File: src/sv/cbq_pkg.sv
`timescale 1ns / 1ps

package cbq_pkg;

    // Defaults for the top-level parameters
    localparam int NUM_SECTIONS_DEF = 12;
    localparam int SAMPLE_WIDTH_DEF = 16;
    localparam int COEF_WIDTH_DEF   = 24;

    // Fixed number formats
    localparam int STATE_W    = 32;
    localparam int STATE_FRAC = 28;
    localparam int ACC_W      = 64;
    localparam int TABLE_FRAC = 22;
    localparam int TABLE_ROWS = 12;
    localparam int TAPS       = 5;

    // Section count register
    localparam int                 CFG_W          = 4;
    localparam logic [CFG_W-1:0]   SECTIONS_RESET = CFG_W'(12);

    // Coefficient order within a section: b0, b1, b2, a1, a2
    typedef enum logic [2:0] {
        TAP_B0,
        TAP_B1,
        TAP_B2,
        TAP_A1,
        TAP_A2
    } tap_t;

    // Band-pass cascade, Q2.22, rows of b0, b1, b2, a1, a2
    localparam int COEF_TABLE [TABLE_ROWS][TAPS] = '{
        '{ 3447318, -6823985, 3447318, -6925458, 4010759},
        '{ 3447318, -5564758, 3447318, -8225298, 4138619},
        '{ 3274762, -6488293, 3274762, -6561056, 3627910},
        '{ 3274762, -5176997, 3274762, -8114271, 4022347},
        '{ 2997612, -5949814, 2997612, -6094085, 3163440},
        '{ 2997612, -4480489, 2997612, -7987250, 3886972},
        '{ 2564407, -5102866, 2564407, -7823974, 3714144},
        '{ 2564407, -3301525, 2564407, -5500610, 2560997},
        '{ 1935627, -3862435, 1935627, -7594106, 3478064},
        '{ 1935627, -1353079, 1935627, -4874567, 1851196},
        '{ 1258162, -2515595, 1258162, -7263760, 3154699},
        '{ 1258162,  1467137, 1258162, -4560421, 1314997}
    };

    // Coefficient rescaled to cf fraction bits; rows past the table pass through
    function automatic logic signed [63:0] coef_scaled(input int row, input int tap,
                                                        input int cf);
        logic signed [63:0] c;
        if (row < TABLE_ROWS)
            c = 64'(COEF_TABLE[row][tap]);
        else if (tap == int'(TAP_B0))
            c = 64'sd1 <<< TABLE_FRAC;
        else
            c = 64'sd0;
        if (cf >= TABLE_FRAC)
            return c <<< (cf - TABLE_FRAC);
        return ((c >>> (TABLE_FRAC - cf - 1)) + 64'sd1) >>> 1;
    endfunction

    // Controller to datapath commands
    typedef struct packed {
        logic start;    // load sample, shift input history
        logic rd_en;    // fetch a section's history row
        logic capture;  // latch fetched y1, y2
        logic mul_en;   // issue one product
        tap_t tap;      // which product
        logic fin;      // round, saturate, write back a section
        logic emit;     // load the output register
    } dp_cmd_t;

endpackage

File: src/sv/cascaded_biquad_iir_filter.sv
`timescale 1ns / 1ps

// Cascade of direct-form-I biquad sections on Q2.14 samples (Q2.22 fixed
// coefficients, Q4.28 section state). One multiply-accumulate unit is shared
// by every product: each section takes five products, a drain step and a
// write-back step, and a new sample is accepted only once the last one has
// run through every section, whatever sections_in_use says, since every
// section runs. The result sits in an output register, so the next sample is
// taken while it waits; a result that is still waiting when the next one is
// done holds the cascade until it leaves. Section history lives in a small RAM
// with one valid bit per section; reset and tuser (restart) clear those bits
// at once, so there is no clearing pass. Write cfg_wr_data only while idle.
module cascaded_biquad_iir_filter #(
    parameter  int NUM_SECTIONS = cbq_pkg::NUM_SECTIONS_DEF,
    parameter  int SAMPLE_WIDTH = cbq_pkg::SAMPLE_WIDTH_DEF,
    parameter  int COEF_WIDTH   = cbq_pkg::COEF_WIDTH_DEF,
    localparam int TDATA_W      = ((SAMPLE_WIDTH + 7) / 8) * 8
) (
    input  logic                          clk,
    input  logic                          rst_n,
    input  logic                          s_axis_tvalid,
    output logic                          s_axis_tready,
    input  logic [TDATA_W-1:0]            s_axis_tdata,   // sample_in, zero pad
    input  logic                          s_axis_tuser,   // restart
    output logic                          m_axis_tvalid,
    input  logic                          m_axis_tready,
    output logic [TDATA_W-1:0]            m_axis_tdata,   // sample_out, zero pad
    output logic                          m_axis_tuser,   // saturated
    input  logic                          cfg_wr_en,
    input  logic [cbq_pkg::CFG_W-1:0]     cfg_wr_data     // sections_in_use
);

    import cbq_pkg::*;

    localparam int SEC_W = (NUM_SECTIONS > 1) ? $clog2(NUM_SECTIONS) : 1;

    dp_cmd_t                        cmd;
    logic [SEC_W-1:0]               sec_idx;
    logic [SEC_W-1:0]               rd_idx;
    logic signed [SAMPLE_WIDTH-1:0] sample_in;
    logic signed [SAMPLE_WIDTH-1:0] sample_out;

    assign sample_in    = signed'(s_axis_tdata[SAMPLE_WIDTH-1:0]);
    assign m_axis_tdata = TDATA_W'(unsigned'(sample_out));

    cbq_ctrl #(
        .NUM_SECTIONS (NUM_SECTIONS)
    ) u_ctrl (
        .clk           (clk),
        .rst_n         (rst_n),
        .s_axis_tvalid (s_axis_tvalid),
        .s_axis_tready (s_axis_tready),
        .m_axis_tvalid (m_axis_tvalid),
        .m_axis_tready (m_axis_tready),
        .cmd           (cmd),
        .sec_idx       (sec_idx),
        .rd_idx        (rd_idx)
    );

    cbq_datapath #(
        .NUM_SECTIONS (NUM_SECTIONS),
        .SAMPLE_WIDTH (SAMPLE_WIDTH),
        .COEF_WIDTH   (COEF_WIDTH)
    ) u_datapath (
        .clk         (clk),
        .rst_n       (rst_n),
        .cmd         (cmd),
        .sec_idx     (sec_idx),
        .rd_idx      (rd_idx),
        .cfg_wr_en   (cfg_wr_en),
        .cfg_wr_data (cfg_wr_data),
        .sample_in   (sample_in),
        .restart     (s_axis_tuser),
        .sample_out  (sample_out),
        .saturated   (m_axis_tuser)
    );

endmodule

File: src/sv/cbq_ram.sv
`timescale 1ns / 1ps

module cbq_ram #(
    parameter  int WIDTH = 64,
    parameter  int DEPTH = 12,
    localparam int AW    = (DEPTH > 1) ? $clog2(DEPTH) : 1
) (
    input  logic             clk,
    input  logic             wr_en,
    input  logic [AW-1:0]    wr_addr,
    input  logic [WIDTH-1:0] wr_data,
    input  logic             rd_en,
    input  logic [AW-1:0]    rd_addr,
    output logic [WIDTH-1:0] rd_data
);

    logic [WIDTH-1:0] mem [DEPTH];
    logic [WIDTH-1:0] rd_data_reg;

    always_ff @(posedge clk)
    begin
        if (wr_en)
        begin
            mem[wr_addr] <= wr_data;
        end
        if (rd_en)
        begin
            rd_data_reg <= mem[rd_addr];
        end
    end

    assign rd_data = rd_data_reg;

endmodule

File: src/sv/cbq_ctrl.sv
`timescale 1ns / 1ps

module cbq_ctrl #(
    parameter  int NUM_SECTIONS = cbq_pkg::NUM_SECTIONS_DEF,
    localparam int SEC_W        = (NUM_SECTIONS > 1) ? $clog2(NUM_SECTIONS) : 1
) (
    input  logic                clk,
    input  logic                rst_n,
    input  logic                s_axis_tvalid,
    output logic                s_axis_tready,
    output logic                m_axis_tvalid,
    input  logic                m_axis_tready,
    output cbq_pkg::dp_cmd_t    cmd,
    output logic [SEC_W-1:0]    sec_idx,
    output logic [SEC_W-1:0]    rd_idx
);

    import cbq_pkg::*;

    typedef enum logic [2:0] {
        ST_IDLE,
        ST_MAC,
        ST_DRAIN,
        ST_FIN,
        ST_EMIT
    } state_t;

    localparam logic [SEC_W-1:0] LAST_SEC = SEC_W'(NUM_SECTIONS - 1);

    state_t            state_reg, state_next;
    tap_t              tap_reg, tap_next;
    logic [SEC_W-1:0]  sec_reg, sec_next;
    logic              ready_reg, ready_next;
    logic              ovalid_reg, ovalid_next;
    logic              last_sec;
    logic              out_free;

    assign last_sec = (sec_reg == LAST_SEC);
    assign out_free = !ovalid_reg || m_axis_tready;

    always_comb
    begin
        cmd         = '0;
        cmd.tap     = tap_reg;
        state_next  = state_reg;
        tap_next    = tap_reg;
        sec_next    = sec_reg;
        ready_next  = ready_reg;
        rd_idx      = '0;

        case (state_reg)
            ST_IDLE:
            begin
                if (s_axis_tvalid && ready_reg)
                begin
                    cmd.start  = 1'b1;
                    cmd.rd_en  = 1'b1;
                    ready_next = 1'b0;
                    tap_next   = TAP_B0;
                    sec_next   = '0;
                    state_next = ST_MAC;
                end
            end
            ST_MAC:
            begin
                cmd.mul_en  = 1'b1;
                cmd.capture = (tap_reg == TAP_B0);
                case (tap_reg)
                    TAP_B0:  tap_next = TAP_B1;
                    TAP_B1:  tap_next = TAP_B2;
                    TAP_B2:  tap_next = TAP_A1;
                    TAP_A1:  tap_next = TAP_A2;
                    TAP_A2:  state_next = ST_DRAIN;
                    default: tap_next = TAP_B0;
                endcase
            end
            ST_DRAIN:
            begin
                state_next = ST_FIN;
            end
            ST_FIN:
            begin
                cmd.fin = 1'b1;
                if (last_sec)
                begin
                    state_next = ST_EMIT;
                end
                else
                begin
                    // fetch the next section's history while this one writes back
                    cmd.rd_en  = 1'b1;
                    rd_idx     = SEC_W'(sec_reg + 1'b1);
                    sec_next   = SEC_W'(sec_reg + 1'b1);
                    tap_next   = TAP_B0;
                    state_next = ST_MAC;
                end
            end
            ST_EMIT:
            begin
                if (out_free)
                begin
                    cmd.emit   = 1'b1;
                    ready_next = 1'b1;
                    state_next = ST_IDLE;
                end
            end
            default:
            begin
                state_next = ST_IDLE;
                ready_next = 1'b1;
            end
        endcase

        if (cmd.emit)
            ovalid_next = 1'b1;
        else if (m_axis_tready)
            ovalid_next = 1'b0;
        else
            ovalid_next = ovalid_reg;
    end

    always_ff @(posedge clk or negedge rst_n)
    begin
        if (!rst_n)
        begin
            state_reg  <= ST_IDLE;
            tap_reg    <= TAP_B0;
            sec_reg    <= '0;
            ready_reg  <= 1'b1;
            ovalid_reg <= 1'b0;
        end
        else
        begin
            state_reg  <= state_next;
            tap_reg    <= tap_next;
            sec_reg    <= sec_next;
            ready_reg  <= ready_next;
            ovalid_reg <= ovalid_next;
        end
    end

    assign s_axis_tready = ready_reg;
    assign m_axis_tvalid = ovalid_reg;
    assign sec_idx       = sec_reg;

endmodule

File: src/sv/cbq_datapath.sv
`timescale 1ns / 1ps

module cbq_datapath #(
    parameter  int NUM_SECTIONS = cbq_pkg::NUM_SECTIONS_DEF,
    parameter  int SAMPLE_WIDTH = cbq_pkg::SAMPLE_WIDTH_DEF,
    parameter  int COEF_WIDTH   = cbq_pkg::COEF_WIDTH_DEF,
    localparam int SEC_W        = (NUM_SECTIONS > 1) ? $clog2(NUM_SECTIONS) : 1
) (
    input  logic                           clk,
    input  logic                           rst_n,
    input  cbq_pkg::dp_cmd_t               cmd,
    input  logic [SEC_W-1:0]               sec_idx,
    input  logic [SEC_W-1:0]               rd_idx,
    input  logic                           cfg_wr_en,
    input  logic [cbq_pkg::CFG_W-1:0]      cfg_wr_data,
    input  logic signed [SAMPLE_WIDTH-1:0] sample_in,
    input  logic                           restart,
    output logic signed [SAMPLE_WIDTH-1:0] sample_out,
    output logic                           saturated
);

    import cbq_pkg::*;

    localparam int SF       = SAMPLE_WIDTH - 2;
    localparam int CF       = COEF_WIDTH - 2;
    localparam int MW       = COEF_WIDTH + STATE_W;
    localparam int OW       = STATE_W + 2;
    localparam int IN_SHL   = (SF <= STATE_FRAC) ? STATE_FRAC - SF : 0;
    localparam int IN_SHR   = (SF > STATE_FRAC) ? SF - STATE_FRAC : 0;
    localparam int IN_SHR1  = (IN_SHR > 0) ? IN_SHR - 1 : 0;
    localparam int OUT_SHR  = IN_SHL;
    localparam int OUT_SHR1 = (OUT_SHR > 0) ? OUT_SHR - 1 : 0;
    localparam int OUT_SHL  = IN_SHR;

    localparam logic signed [ACC_W-1:0] ST_MAX =
        ACC_W'((64'sd1 <<< (STATE_W - 1)) - 64'sd1);
    localparam logic signed [ACC_W-1:0] ST_MIN = ACC_W'(-(64'sd1 <<< (STATE_W - 1)));
    localparam logic signed [OW-1:0] O_MAX =
        OW'((64'sd1 <<< (SAMPLE_WIDTH - 1)) - 64'sd1);
    localparam logic signed [OW-1:0] O_MIN = OW'(-(64'sd1 <<< (SAMPLE_WIDTH - 1)));

    // Sample format to Q4.28 state
    function automatic logic signed [STATE_W-1:0] to_state(
        input logic signed [SAMPLE_WIDTH-1:0] v);
        logic signed [SAMPLE_WIDTH:0] t;
        t = (SAMPLE_WIDTH + 1)'(v);
        if (IN_SHR == 0)
            return STATE_W'(t) <<< IN_SHL;
        t = (t >>> IN_SHR1) + (SAMPLE_WIDTH + 1)'(1);
        return STATE_W'(t >>> 1);
    endfunction

    logic signed [COEF_WIDTH-1:0] coef_rom [NUM_SECTIONS][TAPS];

    for (genvar j = 0; j < NUM_SECTIONS; j++)
    begin : g_row
        for (genvar k = 0; k < TAPS; k++)
        begin : g_tap
            assign coef_rom[j][k] = COEF_WIDTH'(coef_scaled(j, k, CF));
        end
    end

    logic [CFG_W-1:0]               cfg_reg;
    logic signed [SAMPLE_WIDTH-1:0] hist0_reg, hist1_reg, hist0_next, hist1_next;
    logic [NUM_SECTIONS-1:0]        vld_reg, vld_next;
    logic                           mulv_reg;
    tap_t                           tapd_reg;
    logic signed [ACC_W-1:0]        prod_reg, prod_next;
    logic signed [ACC_W-1:0]        acc_reg, acc_next;
    logic signed [STATE_W-1:0]      u0_reg, u1_reg, u2_reg, u0_next, u1_next, u2_next;
    logic signed [STATE_W-1:0]      y1_reg, y2_reg, y1_next, y2_next;
    logic signed [STATE_W-1:0]      tapout_reg, tapout_next;
    logic                           sat_reg, sat_next;
    logic signed [SAMPLE_WIDTH-1:0] sout_reg, sout_next;
    logic                           osat_reg, osat_next;

    logic [CFG_W-1:0]               cfg_m1;
    logic [SEC_W-1:0]               act_m1;
    logic signed [COEF_WIDTH-1:0]   coef_sel;
    logic signed [STATE_W-1:0]      opnd_sel;
    logic signed [MW-1:0]           mul_full;
    logic signed [ACC_W-1:0]        rnd_a, rnd_q;
    logic signed [STATE_W-1:0]      y_st;
    logic                           y_clip;
    logic signed [OW-1:0]           o_ext, o_val, o_cl;
    logic                           o_clip;
    logic [2*STATE_W-1:0]           ram_rdata;
    logic signed [SAMPLE_WIDTH-1:0] hist_a, hist_b;

    // Last section in use, with zero taken as one and overrange clamped
    assign cfg_m1 = cfg_reg - 1'b1;
    always_comb
    begin
        if (cfg_reg == '0)
            act_m1 = '0;
        else if (int'(cfg_reg) > NUM_SECTIONS)
            act_m1 = SEC_W'(NUM_SECTIONS - 1);
        else
            act_m1 = SEC_W'(cfg_m1);
    end

    cbq_ram #(
        .WIDTH (2 * STATE_W),
        .DEPTH (NUM_SECTIONS)
    ) u_hist_ram (
        .clk     (clk),
        .wr_en   (cmd.fin),
        .wr_addr (sec_idx),
        .wr_data ({y1_reg, y_st}),
        .rd_en   (cmd.rd_en),
        .rd_addr (rd_idx),
        .rd_data (ram_rdata)
    );

    // Shared multiplier
    always_comb
    begin
        case (cmd.tap)
            TAP_B0:
            begin
                coef_sel = coef_rom[sec_idx][0];
                opnd_sel = u0_reg;
            end
            TAP_B1:
            begin
                coef_sel = coef_rom[sec_idx][1];
                opnd_sel = u1_reg;
            end
            TAP_B2:
            begin
                coef_sel = coef_rom[sec_idx][2];
                opnd_sel = u2_reg;
            end
            TAP_A1:
            begin
                coef_sel = coef_rom[sec_idx][3];
                opnd_sel = y1_reg;
            end
            TAP_A2:
            begin
                coef_sel = coef_rom[sec_idx][4];
                opnd_sel = y2_reg;
            end
            default:
            begin
                coef_sel = '0;
                opnd_sel = '0;
            end
        endcase
    end

    assign mul_full  = MW'(coef_sel) * MW'(opnd_sel);
    assign prod_next = ACC_W'(mul_full);

    // Accumulate: b terms add, a terms subtract, b0 restarts the sum
    always_comb
    begin
        acc_next = acc_reg;
        if (mulv_reg)
        begin
            case (tapd_reg)
                TAP_B0:          acc_next = prod_reg;
                TAP_B1, TAP_B2:  acc_next = acc_reg + prod_reg;
                TAP_A1, TAP_A2:  acc_next = acc_reg - prod_reg;
                default:         acc_next = acc_reg;
            endcase
        end
    end

    // Round half up to Q4.28 and saturate
    assign rnd_a = (acc_reg >>> (CF - 1)) + ACC_W'(1);
    assign rnd_q = rnd_a >>> 1;

    always_comb
    begin
        y_clip = 1'b0;
        if (rnd_q > ST_MAX)
        begin
            y_st   = STATE_W'(ST_MAX);
            y_clip = 1'b1;
        end
        else if (rnd_q < ST_MIN)
        begin
            y_st   = STATE_W'(ST_MIN);
            y_clip = 1'b1;
        end
        else
        begin
            y_st = STATE_W'(rnd_q);
        end
    end

    // Tapped section back to sample format
    assign o_ext = OW'(tapout_reg);
    always_comb
    begin
        if (OUT_SHL > 0)
            o_val = o_ext <<< OUT_SHL;
        else if (OUT_SHR > 0)
            o_val = ((o_ext >>> OUT_SHR1) + OW'(1)) >>> 1;
        else
            o_val = o_ext;

        o_clip = 1'b0;
        if (o_val > O_MAX)
        begin
            o_cl   = O_MAX;
            o_clip = 1'b1;
        end
        else if (o_val < O_MIN)
        begin
            o_cl   = O_MIN;
            o_clip = 1'b1;
        end
        else
        begin
            o_cl = o_val;
        end
    end

    assign hist_a = restart ? '0 : hist0_reg;
    assign hist_b = restart ? '0 : hist1_reg;

    always_comb
    begin
        hist0_next  = hist0_reg;
        hist1_next  = hist1_reg;
        vld_next    = vld_reg;
        u0_next     = u0_reg;
        u1_next     = u1_reg;
        u2_next     = u2_reg;
        y1_next     = y1_reg;
        y2_next     = y2_reg;
        tapout_next = tapout_reg;
        sat_next    = sat_reg;
        sout_next   = sout_reg;
        osat_next   = osat_reg;

        if (cmd.start)
        begin
            u0_next    = to_state(sample_in);
            u1_next    = to_state(hist_a);
            u2_next    = to_state(hist_b);
            hist1_next = hist_a;
            hist0_next = sample_in;
            sat_next   = 1'b0;
            if (restart)
                vld_next = '0;
        end

        if (cmd.capture)
        begin
            // a row never written since restart reads as zero history
            y1_next = vld_reg[sec_idx] ? STATE_W'(ram_rdata[STATE_W-1:0]) : '0;
            y2_next = vld_reg[sec_idx] ? STATE_W'(ram_rdata[2*STATE_W-1:STATE_W]) : '0;
        end

        if (cmd.fin)
        begin
            vld_next[sec_idx] = 1'b1;
            u0_next = y_st;
            u1_next = y1_reg;
            u2_next = y2_reg;
            if (sec_idx == act_m1)
                tapout_next = y_st;
            if (y_clip && (sec_idx <= act_m1))
                sat_next = 1'b1;
        end

        if (cmd.emit)
        begin
            sout_next = SAMPLE_WIDTH'(o_cl);
            osat_next = sat_reg || o_clip;
        end
    end

    always_ff @(posedge clk or negedge rst_n)
    begin
        if (!rst_n)
        begin
            cfg_reg   <= SECTIONS_RESET;
            hist0_reg <= '0;
            hist1_reg <= '0;
            vld_reg   <= '0;
            mulv_reg  <= 1'b0;
            tapd_reg  <= TAP_B0;
        end
        else
        begin
            if (cfg_wr_en)
                cfg_reg <= cfg_wr_data;
            hist0_reg <= hist0_next;
            hist1_reg <= hist1_next;
            vld_reg   <= vld_next;
            mulv_reg  <= cmd.mul_en;
            tapd_reg  <= cmd.tap;
        end
    end

    always_ff @(posedge clk)
    begin
        prod_reg   <= prod_next;
        acc_reg    <= acc_next;
        u0_reg     <= u0_next;
        u1_reg     <= u1_next;
        u2_reg     <= u2_next;
        y1_reg     <= y1_next;
        y2_reg     <= y2_next;
        tapout_reg <= tapout_next;
        sat_reg    <= sat_next;
        sout_reg   <= sout_next;
        osat_reg   <= osat_next;
    end

    assign sample_out = sout_reg;
    assign saturated  = osat_reg;

endmodule

File: config.mk
export PLATFORM = sky130hd
export DESIGN_NAME = cascaded_biquad_iir_filter
export DESIGN_NICKNAME = d
export VERILOG_FILES = /design/src/sv/cbq_pkg.sv /design/src/sv/cascaded_biquad_iir_filter.sv /design/src/sv/cbq_ram.sv /design/src/sv/cbq_ctrl.sv /design/src/sv/cbq_datapath.sv
export SDC_FILE = /design/constraint.sdc
export NUM_CORES = 2
export LEC_CHECK = 0
export ABC_AREA = 1
export BUFFER_PORTS_ARGS = -buffer_cell sky130_fd_sc_hd__buf_2
export CAP_MARGIN = 40
export CELL_PAD_IN_SITES_DETAIL_PLACEMENT = 0
export CELL_PAD_IN_SITES_GLOBAL_PLACEMENT = 1
export CORE_ASPECT_RATIO = 1.5
export CORE_MARGIN = 2
export CORE_UTILIZATION = 50
export CTS_BUF_LIST = sky130_fd_sc_hd__clkbuf_16
export CTS_CLUSTER_DIAMETER = 30
export CTS_CLUSTER_SIZE = 25
export DETAILED_ROUTE_END_ITERATION = 10
export PLACE_DENSITY_LB_ADDON = 0.1
export SYNTH_ARGS = -nofsm -noshare
export SYNTH_HDL_FRONTEND = slang
export SYNTH_SLANG_ARGS = --single-unit
File: constraint.sdc
create_clock -name clk -period 12.3 [get_ports clk]
set_input_delay 2.46 -clock clk [delete_from_list [all_inputs] [get_ports clk]]
set_output_delay 2.46 -clock clk [all_outputs]
set_load 0.1 [all_outputs]
==> flow_summary.toml <==
[clocking]
cts_tree = "yes"
cts_root_buf = "clkbuf_16"
htreeDepth = 4
insertion_delay_ns = 0.87
cts.path.max_buffers = 3
clkSlewWorstSetupHoldPaths_ns = 0.05
cts_buffers = 193
cts_sinks = 1213
cts_hold_buf = 0
cts_setup_buffers = 0
ctsResizeCount = 0

[critical_path]
cpMaxStageDelayCell = "dfrtp_1"
crit_top_cell = "inv_1"
cpPeakStageDelay_ns = 0.68
crit_fanout = 68
start_kind = "flop"
crit_arrival_ns = 10.98
critPathCaptureType = "flop"
worst-r2r-setup-slack_ns = 2.06
required_ns = 13.04
path_class = "reg2reg"

[placed_design]
gp_congestion = 0.975
port_buffers = 44
place_hpwl_um = 209000

[drt]
ant_nets = 0
drt_first_iter_violations = 5733
wire_per_inst_um = 25.7
drcViolationCount = 0
dr.pass1.iters = 5
wl_um = 292000
via_count = 64400
viasPerCell = 5.67

[die]
die_x_um = 340
placementRows = 184
core-area_mm2 = 0.168
design.portCount = 45
chipHeight_um = 508
fp.dieArea_mm2 = 0.173
initial_utilization_pct = 50.4

[global_route]
grt_pass1_wl_um = 430000
grt_max_degree = 113
grt_pass1_vias = 67500
grt_usage_pct = 34.1
grt_overflow_total = 0
antenna_found_initial = 12

[sta]
tightest_slew_ns = 0.982
slew_viol_final = 0
post-route-period-util_pct = 83.2
fmax_mhz = 97.7
fin_setup_tns_ns = 0
period_minus_slack_ns = 10.24
setup_viol = 0
rsz0062_at_grt = "false"
final_hold_viol_count = 0
fin_skew_ns = 0.128
slew_headroom_pct = 33.7

[synth]
ys_types = 68
syn_nets = 9974
synth-edff-count = 1092
yosysTopAreaCellShare_pct = 38.8
synthCells = 8926
synth_seq_cells = 1213
yosysTopAreaCell = "edfxtp_1"
yosys_warnings = 0
synth_area_mm2 = 0.0846
synth-seq-area-share_pct = 42.0
syn_area_per_cell_um2 = 9.48
async_reset_ff_share_pct = 5.28
synth.area.top_cells = "edfxtp_1 39%, fa_1 19%, inv_1 7.0%"
synth_ff_type = "edfxtp_1"

[run]
maxCapViolCount = 0

[final_layout]
drive_gt1_share_pct = 7.17
largest_register_ffs = 768
area_delta_synth_final_pct = 11.5
layout.nets = 10000

[run_status]
outcome = "completed"

[hold_path]
hold_class = "reg2reg"
[path summary, 6_finish.rpt]
kind,from,to,cells after the start
max,u_ctrl.sec_idx[0],u_datapath.prod_reg[51],36
min,u_ctrl.tap_reg[2],u_datapath.tapd_reg[2],0
max reg2reg,u_ctrl.sec_idx[0],u_datapath.prod_reg[51],36
min reg2reg,u_ctrl.tap_reg[2],u_datapath.tapd_reg[2],0
max in group asynchronous,rst_n,u_ctrl.s_axis_tready,3
min in group asynchronous,rst_n,u_ctrl.sec_idx[2],1
[layout make-up]
class	count	area [um^2]
antenna	5	12.5
sequential	1213	35500
clock buffer	196	4900
fill	15000	73600
clock inverter	165	1990
tap	2232	2790
multi-input combinational	5755	41500
inverter	1617	6100
timing repair buffer	175	1400
[layer usage]
layer	vias to the layer above	global-route usage [%]	share of wire, %
met4	16	23.7	8.2
met2	2611	60.9	51
met3	925	4.60	5.8
li1	28600	-	-
met5	-	0	0.031
met1	32200	37.3	35
[worst max-delay path: cells and delay by family, from the launching register on]
family / cells / cell delay [ns]
AO/OA/AOI/OAI: 2 / 0.71
XOR/XNOR: 1 / 0.13
adder cells (fa/ha/maj): 9 / 4.63
buffers and inverters: 12 / 2.47
flip-flops: 1 / 0.68
AND/OR/NAND/NOR: 12 / 1.50
[placed cells by master, fill, tap and decap left out, types with 61 or more instances in the layout]
cell,n
mux2i_1,128
xor2_1,126
o22ai_1,106
o21ai_0,487
buf_4,117
nand3_1,165
clkbuf_16,196
nor2_1,1176
dfrtp_1,61
inv_1,1585
a21oi_1,326
nand2_1,1509
nor3_1,112
fa_1,785
o21ai_1,185
edfxtp_1,1092
ha_1,236
[through the flow]
step,setup WS [ns],instances,instance area (um^2),hold WS (ns),utilization (%)
3_5_place_dp,2.10,11000,87400,0.466,52.1
5_1_grt,1.41,11400,94300,0.509,56.2
3_3_place_gp,2.19,11000,87100,0.461,51.9
2_1_floorplan,3.61,8926,84600,0.448,-
6_report,2.06,11400,94300,0.479,56.2
4_1_cts,2.05,11400,94300,0.481,56.2
[synth_stat cells (112+ instances only)]
cell type,number
inv_1,1570
o21ai_0,488
a21oi_1,326
nor2_1,1197
ha_1,237
nand2_1,1511
nor3_1,112
nand3_1,165
edfxtp_1,1092
fa_1,785
o21ai_1,186
buf_2,140
clkbuf_1,143
mux2i_1,128
xor2_1,126
[kinds of logic after synthesis]
family / Yosys count / share of synthesized area (%)
AOI/OAI and AO/OA: 1269 / 8.24
xor gates and xnor gates: 184 / 1.91
adders and majority gates: 1022 / 22.1
buffers and inverters: 1958 / 9.16
DFF: 1213 / 42.0
muxes: 128 / 1.51
and+or+nand+nor: 3152 / 15.1
Power is left out: the tool's default activity adds up to more than one toggle a clock period on the data nets, which glitch-free logic cannot reach.
